--- src/design/tlgb_pkg.sv ---
// shared types and constants for the text line gap buffer
// no dependencies
package tlgb_pkg;

  localparam int CNT_W        = 12;
  localparam int CHAR_W       = 8;
  localparam int REQ_W        = 3;
  localparam int STAT_W       = 2;
  localparam int DEF_CAPACITY = 2048;

  // request codes; the two unused codes fall to the default arm
  typedef enum logic [REQ_W-1:0] {
    REQ_INSERT = 3'd0,
    REQ_DELETE = 3'd1,
    REQ_LEFT   = 3'd2,
    REQ_RIGHT  = 3'd3,
    REQ_GOTO   = 3'd4,
    REQ_READ   = 3'd5
  } req_e;

  typedef enum logic [STAT_W-1:0] {
    STAT_DONE    = 2'd0,
    STAT_IGNORED = 2'd1,
    STAT_RANGE   = 2'd2
  } stat_e;

  // controller to datapath
  typedef struct packed {
    logic  latch;
    logic  insert;
    logic  del;
    logic  rd_left;
    logic  rd_right;
    logic  rd_pos;
    logic  wr_left;
    logic  wr_right;
    logic  load;
    stat_e stat;
    logic  use_char;
  } dp_cmd_t;

  // datapath to controller
  typedef struct packed {
    logic [REQ_W-1:0] req;
    logic             gap_zero;
    logic             before_zero;
    logic             after_zero;
    logic             tgt_hi;
    logic             tgt_lo;
    logic             rd_oob;
    logic             out_free;
  } dp_sts_t;

endpackage

--- src/design/tlgb_ctrl.sv ---
// request sequencer for the text line gap buffer
// depends on tlgb_pkg for command, status and code types
module tlgb_ctrl (
  input  logic              clk_i,
  input  logic              rst_ni,
  input  logic              in_valid_i,
  output logic              in_stall_o,
  input  tlgb_pkg::dp_sts_t sts_i,
  output tlgb_pkg::dp_cmd_t cmd_o
);
  import tlgb_pkg::*;

  typedef enum logic [2:0] {
    ST_IDLE,
    ST_DECODE,
    ST_WALK,
    ST_STEP,
    ST_FIN
  } state_e;

  state_e state_q, state_d;
  stat_e  stat_q, stat_d;
  logic   dir_left_q, dir_left_d;
  logic   walk_q, walk_d;
  logic   use_char_q, use_char_d;
  logic   accept;

  // input is taken when idle, or while the finished result moves out
  assign in_stall_o = !((state_q == ST_IDLE) || (state_q == ST_FIN && sts_i.out_free));
  assign accept     = in_valid_i && !in_stall_o;

  // next state and datapath commands
  always_comb begin
    state_d    = state_q;
    stat_d     = stat_q;
    dir_left_d = dir_left_q;
    walk_d     = walk_q;
    use_char_d = use_char_q;
    cmd_o          = '0;
    cmd_o.stat     = stat_q;
    cmd_o.use_char = use_char_q;
    cmd_o.latch    = accept;
    case (state_q)
      ST_IDLE: begin
        if (accept) begin
          state_d = ST_DECODE;
        end
      end
      ST_DECODE: begin
        stat_d     = STAT_DONE;
        use_char_d = 1'b0;
        walk_d     = 1'b0;
        state_d    = ST_FIN;
        case (sts_i.req)
          REQ_INSERT: begin
            if (sts_i.gap_zero) stat_d = STAT_IGNORED;
            else cmd_o.insert = 1'b1;
          end
          REQ_DELETE: begin
            if (sts_i.before_zero) stat_d = STAT_IGNORED;
            else cmd_o.del = 1'b1;
          end
          REQ_LEFT: begin
            if (sts_i.before_zero) begin
              stat_d = STAT_IGNORED;
            end else begin
              cmd_o.rd_left = 1'b1;
              dir_left_d    = 1'b1;
              state_d       = ST_STEP;
            end
          end
          REQ_RIGHT: begin
            if (sts_i.after_zero) begin
              stat_d = STAT_IGNORED;
            end else begin
              cmd_o.rd_right = 1'b1;
              dir_left_d     = 1'b0;
              state_d        = ST_STEP;
            end
          end
          REQ_GOTO: begin
            walk_d  = 1'b1;
            state_d = ST_WALK;
          end
          REQ_READ: begin
            if (sts_i.rd_oob) begin
              stat_d = STAT_RANGE;
            end else begin
              cmd_o.rd_pos = 1'b1;
              use_char_d   = 1'b1;
            end
          end
          default: begin
            stat_d = STAT_IGNORED;
          end
        endcase
      end
      ST_WALK: begin
        // one byte across the gap per pass until the target is reached
        if (sts_i.tgt_hi && !sts_i.after_zero) begin
          cmd_o.rd_right = 1'b1;
          dir_left_d     = 1'b0;
          state_d        = ST_STEP;
        end else if (sts_i.tgt_lo && !sts_i.before_zero) begin
          cmd_o.rd_left = 1'b1;
          dir_left_d    = 1'b1;
          state_d       = ST_STEP;
        end else begin
          state_d = ST_FIN;
        end
      end
      ST_STEP: begin
        cmd_o.wr_left  = dir_left_q;
        cmd_o.wr_right = !dir_left_q;
        state_d        = walk_q ? ST_WALK : ST_FIN;
      end
      ST_FIN: begin
        if (sts_i.out_free) begin
          cmd_o.load = 1'b1;
          state_d    = accept ? ST_DECODE : ST_IDLE;
        end
      end
      default: begin
        state_d = ST_IDLE;
      end
    endcase
  end

  // state and registered controls
  always_ff @(posedge clk_i or negedge rst_ni) begin
    if (!rst_ni) begin
      state_q    <= ST_IDLE;
      stat_q     <= STAT_DONE;
      dir_left_q <= 1'b0;
      walk_q     <= 1'b0;
      use_char_q <= 1'b0;
    end else begin
      state_q    <= state_d;
      stat_q     <= stat_d;
      dir_left_q <= dir_left_d;
      walk_q     <= walk_d;
      use_char_q <= use_char_d;
    end
  end

endmodule

--- config.mk ---
export PLATFORM = sky130hd
export DESIGN_NAME = tlgb_ctrl
export DESIGN_NICKNAME = d
export VERILOG_FILES = /design/src/design/tlgb_pkg.sv /design/src/design/tlgb_ctrl.sv
export SDC_FILE = /design/constraint.sdc
export NUM_CORES = 1
export LEC_CHECK = 0
export BUFFER_PORTS_ARGS = -buffer_cell sky130_fd_sc_hd__clkbuf_2
export CAP_MARGIN = 20
export CORE_UTILIZATION = 41
export CTS_CLUSTER_DIAMETER = 30
export DETAILED_ROUTE_END_ITERATION = 10
export PLACE_DENSITY = 0.72
export SYNTH_ARGS = -nofsm -noshare
export SYNTH_HDL_FRONTEND = slang
export SYNTH_SLANG_ARGS = --single-unit
--- constraint.sdc ---
create_clock -name clk_i -period 1.24 [get_ports clk_i]
set_clock_uncertainty 0.05 [all_clocks]
set_input_delay 0.186 -clock clk_i [delete_from_list [all_inputs] [get_ports clk_i]]
set_output_delay 0.186 -clock clk_i [all_outputs]
set_load 0.02 [all_outputs]
==> flow_metrics.env, run 1 <==
export IMPL_synth_warnings=0
export IMPL_clock_root_buffer="clkbuf_4"
export IMPL_violations="setup timing"
export IMPL_gp_congestion=0.862
export IMPL_rsz0062_at_grt="true"
export IMPL_final_layout_size_suffix_gt1_share_pct=67.0
export IMPL_rows=13
export IMPL_pin_count=26
export IMPL_numCtsBuffers=3
export IMPL_layout_common_cells="buf_4, clkbuf_2, buf_6"
export IMPL_syn_area_um2=614
export IMPL_setup_violations=18
export IMPL_nets=126
export IMPL_antenna_found_initial=0
export IMPL_period_share_pct=139
export IMPL_critPathKind="flop to output port"
export IMPL_clk_pin_slew_ns=0.05
export IMPL_dp_hpwl_um=1390
export IMPL_first_pass_iters=4
export IMPL_layout_commonest_cell="buf_4"
export IMPL_drt_iter0_markers=13
export IMPL_critPathRequiredTime_ns=1.00
export IMPL_power_leakage_nw=0.546
export IMPL_reg2regPathDepth=6
export IMPL_diodes=0
export IMPL_overflow=0
export IMPL_worst_slack_ns=-0.486
export IMPL_power_density_nw_per_um2=1500
export IMPL_worstMarginPinSlew_ns=0.509
export IMPL_syn_to_final_growth_pct=81.1
export IMPL_die_h_um=40.7
export IMPL_hold_viol=0
export IMPL_cts_htree_levels=1
export IMPL_post_route_drc_count=0
export IMPL_grt_first_pass_wirelength_um=2950
export IMPL_clockBufferDepth=2
export IMPL_via_count=735
export IMPL_hold_path_cell_count=3
export IMPL_insertion_delay_ns=0.26
export IMPL_slew_viol_final=0
export IMPL_initial_core_util_pct=45.5
export IMPL_final_min_clock_period_ns=1.73
export IMPL_cts_tree="yes"
export IMPL_fmax_ghz=0.579
export IMPL_syn_avg_cell_area_um2=9.31
export IMPL_ys_types=34
export IMPL_grt_max_degree=9
export IMPL_routed_wl_um=2090
export IMPL_via_per_inst=5.79
export IMPL_grt_pass1_vias=684
export IMPL_port_buffers=25
export IMPL_cap_violations=0
export IMPL_syn_num_nets=79
export IMPL_dieArea_um2=1660
export IMPL_ys_seq_elements=8
export IMPL_critPathMaxFanout=6
export IMPL_clkSinkCount=8
export IMPL_hp_class="input pin to flop"
export IMPL_wl_per_cell_um=16.4
export IMPL_status="complete, but fails checks"
export IMPL_arrival_ns=1.49
export IMPL_grt_use_total_pct=28.3
export IMPL_synth_cells=66
export IMPL_peakVddDrop_mv=0.731
export IMPL_detailedPlace_worstSlack_ns=-0.233
export IMPL_yosysSeqAreaShare_pct=32.6
export IMPL_worst_setup_path_start_kind="flop"
export IMPL_power_mw=1.67
export IMPL_drtAntennaViolNets=0
export IMPL_worstSetupEndpointType="output port"
export IMPL_coreArea_um2=1350
export IMPL_slew_headroom_pct=65.7
export IMPL_die_w_um=40.7
==> metrics by stage <==
step	hold slack (ns)	cells	utilization, %	TNS [ns]	cell area [µm²]
after floorplan	-0.160	66	-	-0.752	693
after global placement	-0.00978	120	69.2	-1.84	935
after CTS	0.166	128	79.8	-4.97	1080
after global routing	0.199	127	82.4	-6.28	1110
final	0.172	127	82.4	-5.47	1110
after detailed placement	-0.00886	120	69.2	-2.34	935
==> cell usage after synthesis <==
cell type,number,area (µm²)
a211o_1,1,8.76
a21o_2,1,8.76
a21oi_1,1,5.00
a31oi_1,1,6.26
a31oi_2,1,12.5
a32o_1,1,10.0
a32oi_1,1,8.76
and2b_2,3,26.3
and3_1,2,12.5
buf_4,2,15.0
buf_6,2,22.5
dfrtp_1,8,200
inv_1,4,15.0
mux2i_1,1,10.0
nand2_1,6,22.5
nand2b_1,1,6.26
nand3_1,1,5.00
nand3b_1,2,15.0
nand3b_4,1,20.0
nand4bb_1,1,11.3
nor2_1,5,18.8
nor2b_1,2,12.5
nor3_1,1,5.00
nor3b_1,3,22.5
nor4_1,1,6.26
nor4b_1,2,17.5
o2111ai_1,1,8.76
o21ai_0,2,10.0
o21bai_1,2,15.0
o22ai_2,1,12.5
o32ai_1,1,8.76
or2b_2,1,8.76
or3b_1,2,17.5
or3b_2,1,8.76
==> worst max-delay path, cell delays in order, from the launching register on <==
cell and delay (ns):
dfrtp_2 0.46, or3b_4 0.43, o22ai_4 0.20, buf_8 0.14
==> layer usage <==
layer	GRT usage, %	wire length (µm)	vias to the layer above
li1	-	-	336
met1	26.8	768	357
met2	57.1	1200	36
met3	6.52	79	6
met4	10.8	34	0
met5	0	0	-
==> path summary, 6_finish.rpt <==
kind / startpoint / end / slack [ns]
worst max-delay path: state_q[2] / cmd_o[7] / -0.49
worst min-delay path: sts_i[1] / stat_q[1] / 0.17
worst max register to register: state_q[1] / state_q[2] / -0.26
worst min register to register: stat_q[1] / stat_q[1] / 0.43
max in group asynchronous: rst_ni / state_q[2] / 0.66
min in group asynchronous: rst_ni / walk_q / 0.27
==> registers in the layout, indices dropped and copies added (netlist names) <==
name / count
use_char_q: 1
state_q: 3
walk_q: 1
stat_q: 2
dir_left_q: 1
==> what timing repair did <==
item	CTS	global route
endpoints found under the hold margin	8	0
resized for setup	20	20
buffers inserted	3	1
endpoints found under the setup margin	18	18
pin swaps	3	7
hold buffers	1	0
==> report_power, final <==
part           internal [mW]  total, mW  switching, mW
Sequential             0.365      0.480          0.116
Combinational          0.511      0.975          0.464
Clock                  0.123      0.217         0.0939
==> cell type report <==
type / instances / area (µm²)
Sequential cell: 8 / 204
Multi-Input combinational cell: 50 / 489
Timing Repair Buffer: 46 / 359
Inverter: 4 / 15.0
Fill cell: 77 / 238
Tap cell: 15 / 18.8
Clock buffer: 4 / 26.3
==> logic make-up (layout without fill, tap and decap cells) <==
| group | count (synthesis) | after routing | synth area share [%] |
|---|---|---|---|
| AOI/OAI and AO/OA | 14 | 14 | 18.7 |
| buffers and inverters | 8 | 54 | 8.55 |
| DFF | 8 | 8 | 32.6 |
| muxes | 1 | 1 | 1.63 |
| and+or+nand+nor | 35 | 35 | 38.5 |
No activity file was read; power rests on OpenSTA's default activity.
==> run 2, diff against run 1 <==
--- a/config.mk
+++ b/config.mk
@@ -7,10 +7,10 @@
 export LEC_CHECK = 0
 export BUFFER_PORTS_ARGS = -buffer_cell sky130_fd_sc_hd__clkbuf_2
 export CAP_MARGIN = 20
-export CORE_UTILIZATION = 41
+export CORE_UTILIZATION = 45
 export CTS_CLUSTER_DIAMETER = 30
 export DETAILED_ROUTE_END_ITERATION = 10
-export PLACE_DENSITY = 0.72
+export PLACE_DENSITY = 0.75
 export SYNTH_ARGS = -nofsm -noshare
 export SYNTH_HDL_FRONTEND = slang
 export SYNTH_SLANG_ARGS = --single-unit
==> constraint.sdc (replaced) <==
create_clock -name clk_i -period 1.9 [get_ports clk_i]
set_clock_uncertainty 0.05 [all_clocks]
set_input_delay 0.285 -clock clk_i [delete_from_list [all_inputs] [get_ports clk_i]]
set_output_delay 0.285 -clock clk_i [all_outputs]
set_load 0.02 [all_outputs]
==> flow_metrics.env, run 2 (same netlist as run 1, synthesis figures left out) <==
export IMPL_reg_top3="state_q: 3 flops, stat_q: 2 flops"
export IMPL_path_cells="or3b_1, o22ai_2, buf_4"
export IMPL_clockBufferDepth=2
export IMPL_via_per_inst=5.71
export IMPL_combinationalPowerShare_pct=46.3
export IMPL_detailedPlace_worstSlack_ns=0.110
export IMPL_hold_viol=0
export IMPL_critPathKind="flop to output port"
export IMPL_status="finished clean"
export IMPL_critPathRequiredTime_ns=1.56
export IMPL_final_layout_size_suffix_gt1_share_pct=49.5
export IMPL_grt_util_met2_pct=35.8
export IMPL_slew_headroom_pct=69.1
export IMPL_peakVddDrop_mv=0.613
export IMPL_numCtsBuffers=3
export IMPL_grt_first_pass_wirelength_um=2330
export IMPL_wl_per_cell_um=14.1
export IMPL_cp_slowest_cell="dfrtp_2"
export IMPL_port_buffers=25
export IMPL_critPathMaxFanout=8
export IMPL_syn_to_final_growth_pct=32.4
export IMPL_whs_endpoint="stat_q[1]"
export IMPL_top_usage_layer="met2"
export IMPL_grt_util_met1_pct=32.5
export IMPL_cts_tree="yes"
export IMPL_cpPeakStageDelay_ns=0.45
export IMPL_first_pass_iters=6
export IMPL_clk_pin_slew_ns=0.06
export IMPL_regMostFlops="state_q"
export IMPL_die_h_um=39.0
export IMPL_drtAntennaViolNets=0
export IMPL_rrSetupSlack_ns=0.41
export IMPL_fmax_ghz=0.541
export IMPL_final_min_clock_period_ns=1.85
export IMPL_slew_viol_final=0
export IMPL_grt_pass1_vias=497
export IMPL_antenna_found_initial=0
export IMPL_drt_iter0_markers=12
export IMPL_power_leakage_nw=0.413
export IMPL_hp_class="input pin to flop"
export IMPL_layout_commonest_cell="clkbuf_2"
export IMPL_worstSetupEndpointType="output port"
export IMPL_pwr_share_clk_pct=16.2
export IMPL_die_w_um=39.0
export IMPL_dieArea_um2=1520
export IMPL_hold_path_cell_count=3
export IMPL_worst_setup_path_start_kind="flop"
export IMPL_sw_frac_of_total_pct=41.2
export IMPL_p_seq_share_pct=37.5
export IMPL_pin_count=26
export IMPL_critPathBufInv=1
export IMPL_place_inst=103
export IMPL_reg2regPathDepth=3
export IMPL_power_switching_uw=337
export IMPL_post_route_drc_count=0
export IMPL_layout_common_cells="clkbuf_2, nand2_1, nor2_1, dfrtp_1, inv_1"
export IMPL_grt_max_degree=9
export IMPL_coreArea_um2=1190
export IMPL_diodes=0
export IMPL_cts_htree_levels=1
export IMPL_nets=108
export IMPL_setup_violations=0
export IMPL_final_cells=107
export IMPL_gp_congestion=0.805
export IMPL_grt_util_met3_pct=3.47
export IMPL_rsz0062_at_grt="true"
export IMPL_rows=12
export IMPL_cts_setup_buffers=0
export IMPL_r2r_end="dir_left_q"
export IMPL_reg2reg_from="state_q[1]"
export IMPL_grt_use_total_pct=23.5
export IMPL_p_int_uw=482
export IMPL_via_count=611
export IMPL_worst_slack_ns=0.0505
export IMPL_overflow=0
export IMPL_arrival_ns=1.51
export IMPL_worstMarginPinSlew_ns=0.458
export IMPL_cap_violations=0
export IMPL_routed_wl_um=1510
export IMPL_timing_hold_ws_ns=0.292
export IMPL_worstHoldStart="sts_i[1]"
export IMPL_crit_family="flip-flops"
export IMPL_power_density_nw_per_um2=1010
export IMPL_clkSinkCount=8
export IMPL_initial_core_util_pct=51.8
export IMPL_largest_reg_flops=3
export IMPL_clock_root_buffer="clkbuf_4"
export IMPL_period_share_pct=97.3
export IMPL_insertion_delay_ns=0.26
export IMPL_fin_setup_tns_ns=0
run 2: changes by cell type in the layout (fill, tap and decap cells not counted), sizes merged:
cell | before | now
buf | 29 | 3
clkbuf | 20 | 27
run 2: how the worst max path moves through the flow:
stage	end	start	slack, ns	depth (start not counted)
CTS	cmd_o[7]	state_q[1]	-0.02	3
global placement	cmd_o[10]	state_q[1]	0.16	3
finish	cmd_o[7]	state_q[0]	0.05	3
floorplan	cmd_o[10]	state_q[1]	0.24	2
detailed placement	cmd_o[10]	state_q[1]	0.11	3
global route	cmd_o[7]	state_q[0]	-0.001	3
run 2: stage by stage:
step	power (mW)	utilization [%]	cell area (µm²)
after detailed placement	0.653	62.4	741
after global routing	0.878	68.6	813
final	0.819	68.6	813
after global placement	0.640	62.4	741
after CTS	0.808	67.1	796
after floorplan	0.572	-	621
run 2: power by group through the flow:
stage | sequential (mW) | clock (mW) | combinational, mW
finish | 0.307 | 0.132 | 0.379
global route | 0.318 | 0.142 | 0.418
CTS | 0.301 | 0.136 | 0.371
detailed placement | 0.297 | 0 | 0.356
global placement | 0.289 | 0 | 0.351
floorplan | 0.304 | 0 | 0.268
run 2: final cells by class:
| class | instances | area, µm² |
|---|---|---|
| multi-input cells | 50 | 402 |
| fillers | 97 | 373 |
| flip-flops and latches | 8 | 204 |
| repair buffers | 28 | 153 |
| clock buffers | 3 | 22.5 |
| well taps | 14 | 17.5 |
| inverters | 4 | 15.0 |
run 2: worst reg2reg max path: stages, from the launching register on:
cell,delay [ns]
dfrtp_2,0.45
or3b_1,0.52
nand3b_4,0.22
a31oi_2,0.17
run 2: timing repair:
action,CTS,global route
endpoints found under the setup margin,4,4
gates resized for setup,4,6
hold buffers,1,0
pin swaps,1,1
hold endpoints to repair,8,0
run 2: per-layer routing:
metal  vias to the layer above  wire length, µm  part of all wire [%]
li1                        297                -                     -
met1                       291              688                    46
met2                        18              740                    49
met3                         5               56                   3.7
met4                         0               22                   1.5
met5                         -                0                     0
==> run 3, diff against run 2 <==
--- a/config.mk
+++ b/config.mk
@@ -5,7 +5,8 @@
 export SDC_FILE = /design/constraint.sdc
 export NUM_CORES = 1
 export LEC_CHECK = 0
-export BUFFER_PORTS_ARGS = -buffer_cell sky130_fd_sc_hd__clkbuf_2
+export ABC_AREA = 1
+export BUFFER_PORTS_ARGS = -buffer_cell sky130_fd_sc_hd__buf_2
 export CAP_MARGIN = 20
 export CORE_UTILIZATION = 45
 export CTS_CLUSTER_DIAMETER = 30
==> flow_metrics.env, run 3 <==
export IMPL_synth_common_cells="nand2_1, inv_1, nor2_1"
export IMPL_clockBufferDepth=2
export IMPL_grt_use_total_pct=22.7
export IMPL_setup_violations=0
export IMPL_hold_viol=0
export IMPL_arrival_ns=1.45
export IMPL_syn_to_final_growth_pct=26.0
export IMPL_synthMuxAreaShare_pct=0
export IMPL_hp_class="input pin to flop"
export IMPL_rsz0062_at_grt="false"
export IMPL_synth_most_common_cell="nand2_1"
export IMPL_power_density_nw_per_um2=1120
export IMPL_dieArea_um2=1520
export IMPL_cap_violations=0
export IMPL_slew_viol_final=0
export IMPL_crit_family="simple AND/OR/NAND/NOR gates"
export IMPL_ys_flop_type="dfrtp_1"
export IMPL_worst_setup_path_start_kind="flop"
export IMPL_post_route_drc_count=0
export IMPL_reg_top3="state_q: 3 flops, stat_q: 2 flops"
export IMPL_die_w_um=39.0
export IMPL_peakVddDrop_mv=0.445
export IMPL_slew_headroom_pct=83.5
export IMPL_via_count=748
export IMPL_clk_pin_slew_ns=0.06
export IMPL_wl_per_cell_um=10.9
export IMPL_status="finished clean"
export IMPL_synth_top_family_by_area="simple AND/OR/NAND/NOR gates"
export IMPL_final_min_clock_period_ns=1.79
export IMPL_largest_reg_flops=3
export IMPL_ys_seq_elements=8
export IMPL_worstMarginPinSlew_ns=0.245
export IMPL_rows=12
export IMPL_synth_compound_area_share_pct=7.71
export IMPL_cpPeakStageDelay_ns=0.40
export IMPL_cp_slowest_cell="dfrtp_1"
export IMPL_via_per_inst=5.50
export IMPL_drtAntennaViolNets=0
export IMPL_power_leakage_nw=0.438
export IMPL_synth_cells=95
export IMPL_clock_root_buffer="clkbuf_4"
export IMPL_clkSinkCount=8
export IMPL_yosys_area_share_adder_pct=0
export IMPL_cts_tree="yes"
export IMPL_period_share_pct=94.0
export IMPL_ys_top_cells_by_area="dfrtp_1, nand2_1, nand3_1"
export IMPL_grt_max_degree=10
export IMPL_port_buffers=25
export IMPL_diodes=0
export IMPL_final_layout_size_suffix_gt1_share_pct=30.3
export IMPL_antenna_found_initial=0
export IMPL_yosysTopAreaCellShare_pct=32.5
export IMPL_critPathMaxFanout=9
export IMPL_routed_wl_um=1490
export IMPL_syn_area_um2=617
export IMPL_grt_pass1_vias=610
export IMPL_coreArea_um2=1190
export IMPL_layout_commonest_cell="buf_2"
export IMPL_synth_edf_count=0
export IMPL_synth_simple_area_share_pct=47.7
export IMPL_path_cells="inv_2, nand2_2, nor2_4, nand4_2, nor2_1, buf_2"
export IMPL_fin_setup_tns_ns=0
export IMPL_synth_warnings=0
export IMPL_overflow=0
export IMPL_nets=137
export IMPL_syn_num_nets=108
export IMPL_die_h_um=39.0
export IMPL_fillers=110
export IMPL_worstSetupEndpointType="output port"
export IMPL_first_pass_iters=4
export IMPL_regMostFlops="state_q"
export IMPL_critPathRequiredTime_ns=1.56
export IMPL_pin_count=26
export IMPL_initial_core_util_pct=52.0
export IMPL_critPathBufInv=2
export IMPL_yosysSeqAreaShare_pct=32.5
export IMPL_power_uw=873
export IMPL_layout_common_cells="buf_2, nand2_1, inv_1"
export IMPL_critPathKind="flop to output port"
export IMPL_ys_types=20
export IMPL_async_reset_ff_share_pct=100
export IMPL_synth_top_cell_by_area="dfrtp_1"
export IMPL_dp_hpwl_um=1190
export IMPL_numCtsBuffers=3
export IMPL_syn_avg_cell_area_um2=6.49
export IMPL_insertion_delay_ns=0.25
export IMPL_gp_congestion=0.811
export IMPL_drt_iter0_markers=14
export IMPL_synthXorXnorAreaFrac_pct=0
export IMPL_grt_first_pass_wirelength_um=2360
export IMPL_fmax_ghz=0.560
export IMPL_cts_setup_buffers=0
export IMPL_cts_htree_levels=1
-- run 3: cell types whose count changed in the layout (fill, tap and decap cells not counted), sizes merged, moves of 5 or more --
cell	before	now
buf	3	25
clkbuf	27	3
inv	4	16
nand2	6	21
nand3	1	13
nand4	0	7
nor2	5	16
o21ai	2	7
-- run 3: metal layers --
layer | GRT usage [%] | wire length (µm) | up-vias
met4 | 10.3 | 24 | 0
li1 | - | - | 367
met3 | 1.73 | 106 | 4
met5 | 0 | 0 | -
met1 | 30.5 | 657 | 341
met2 | 36.7 | 700 | 36
-- run 3: worst reg2reg max path, cell delays in order (launching register included) --
cell and delay (ns):
dfrtp_1 0.40, inv_2 0.12, nand3_1 0.18, nor2_1 0.14, nand3_1 0.08, o21a_1 0.17
-- run 3: area by class of cell --
cell class              count  area (µm²)  share of cell area [%]
clock buffers               3        22.5                    2.90
well taps                  14        17.5                    2.25
flip-flops and latches      8         200                    25.8
multi-input cells          69         342                    44.0
inverters                  16        60.1                    7.73
repair buffers             26         135                    17.4
-- run 3: what timing repair did --
item                                   in CTS  in global routing
resized for setup                           0                  0
endpoints found under the hold margin       8                  0
hold buffers                                1                  0
-- run 3: final timing paths --
check / slack (ns) / startpoint / end / cells past startpoint
setup / recovery: 0.11 / state_q[2] / cmd_o[6] / 6
min in group asynchronous: 0.35 / rst_ni / use_char_q / 2
max in group asynchronous: 1.28 / rst_ni / state_q[1] / 2
hold reg to reg: 0.44 / stat_q[1] / stat_q[1] / 2
setup reg to reg: 0.65 / state_q[2] / stat_q[0] / 5
hold / removal: 0.19 / sts_i[1] / use_char_q / 2
-- run 3: cells by family after synthesis --
group | Yosys count
buf+inv | 18
flops | 8
compound gates | 9
simple gates | 60
-- run 3: power breakdown --
group	internal (mW)	switching (mW)	total, mW	leakage (nW)
Combinational	0.152	0.292	0.444	0.321
Sequential	0.238	0.0613	0.299	0.104
Clock	0.0722	0.0571	0.129	0.0138
-- run 3: per-stage QoR --
stage | std cells | area [µm²] | hold slack, ns | utilization (%) | setup slack, ns
finish | 136 | 777 | 0.192 | 65.5 | 0.114
global placement | 132 | 744 | 0.0865 | 62.8 | 0.420
CTS | 136 | 777 | 0.199 | 65.5 | 0.104
floorplan | 95 | 617 | -0.0606 | - | 0.348
detailed placement | 132 | 744 | 0.0876 | 62.8 | 0.384
global route | 136 | 777 | 0.195 | 65.5 | 0.0121
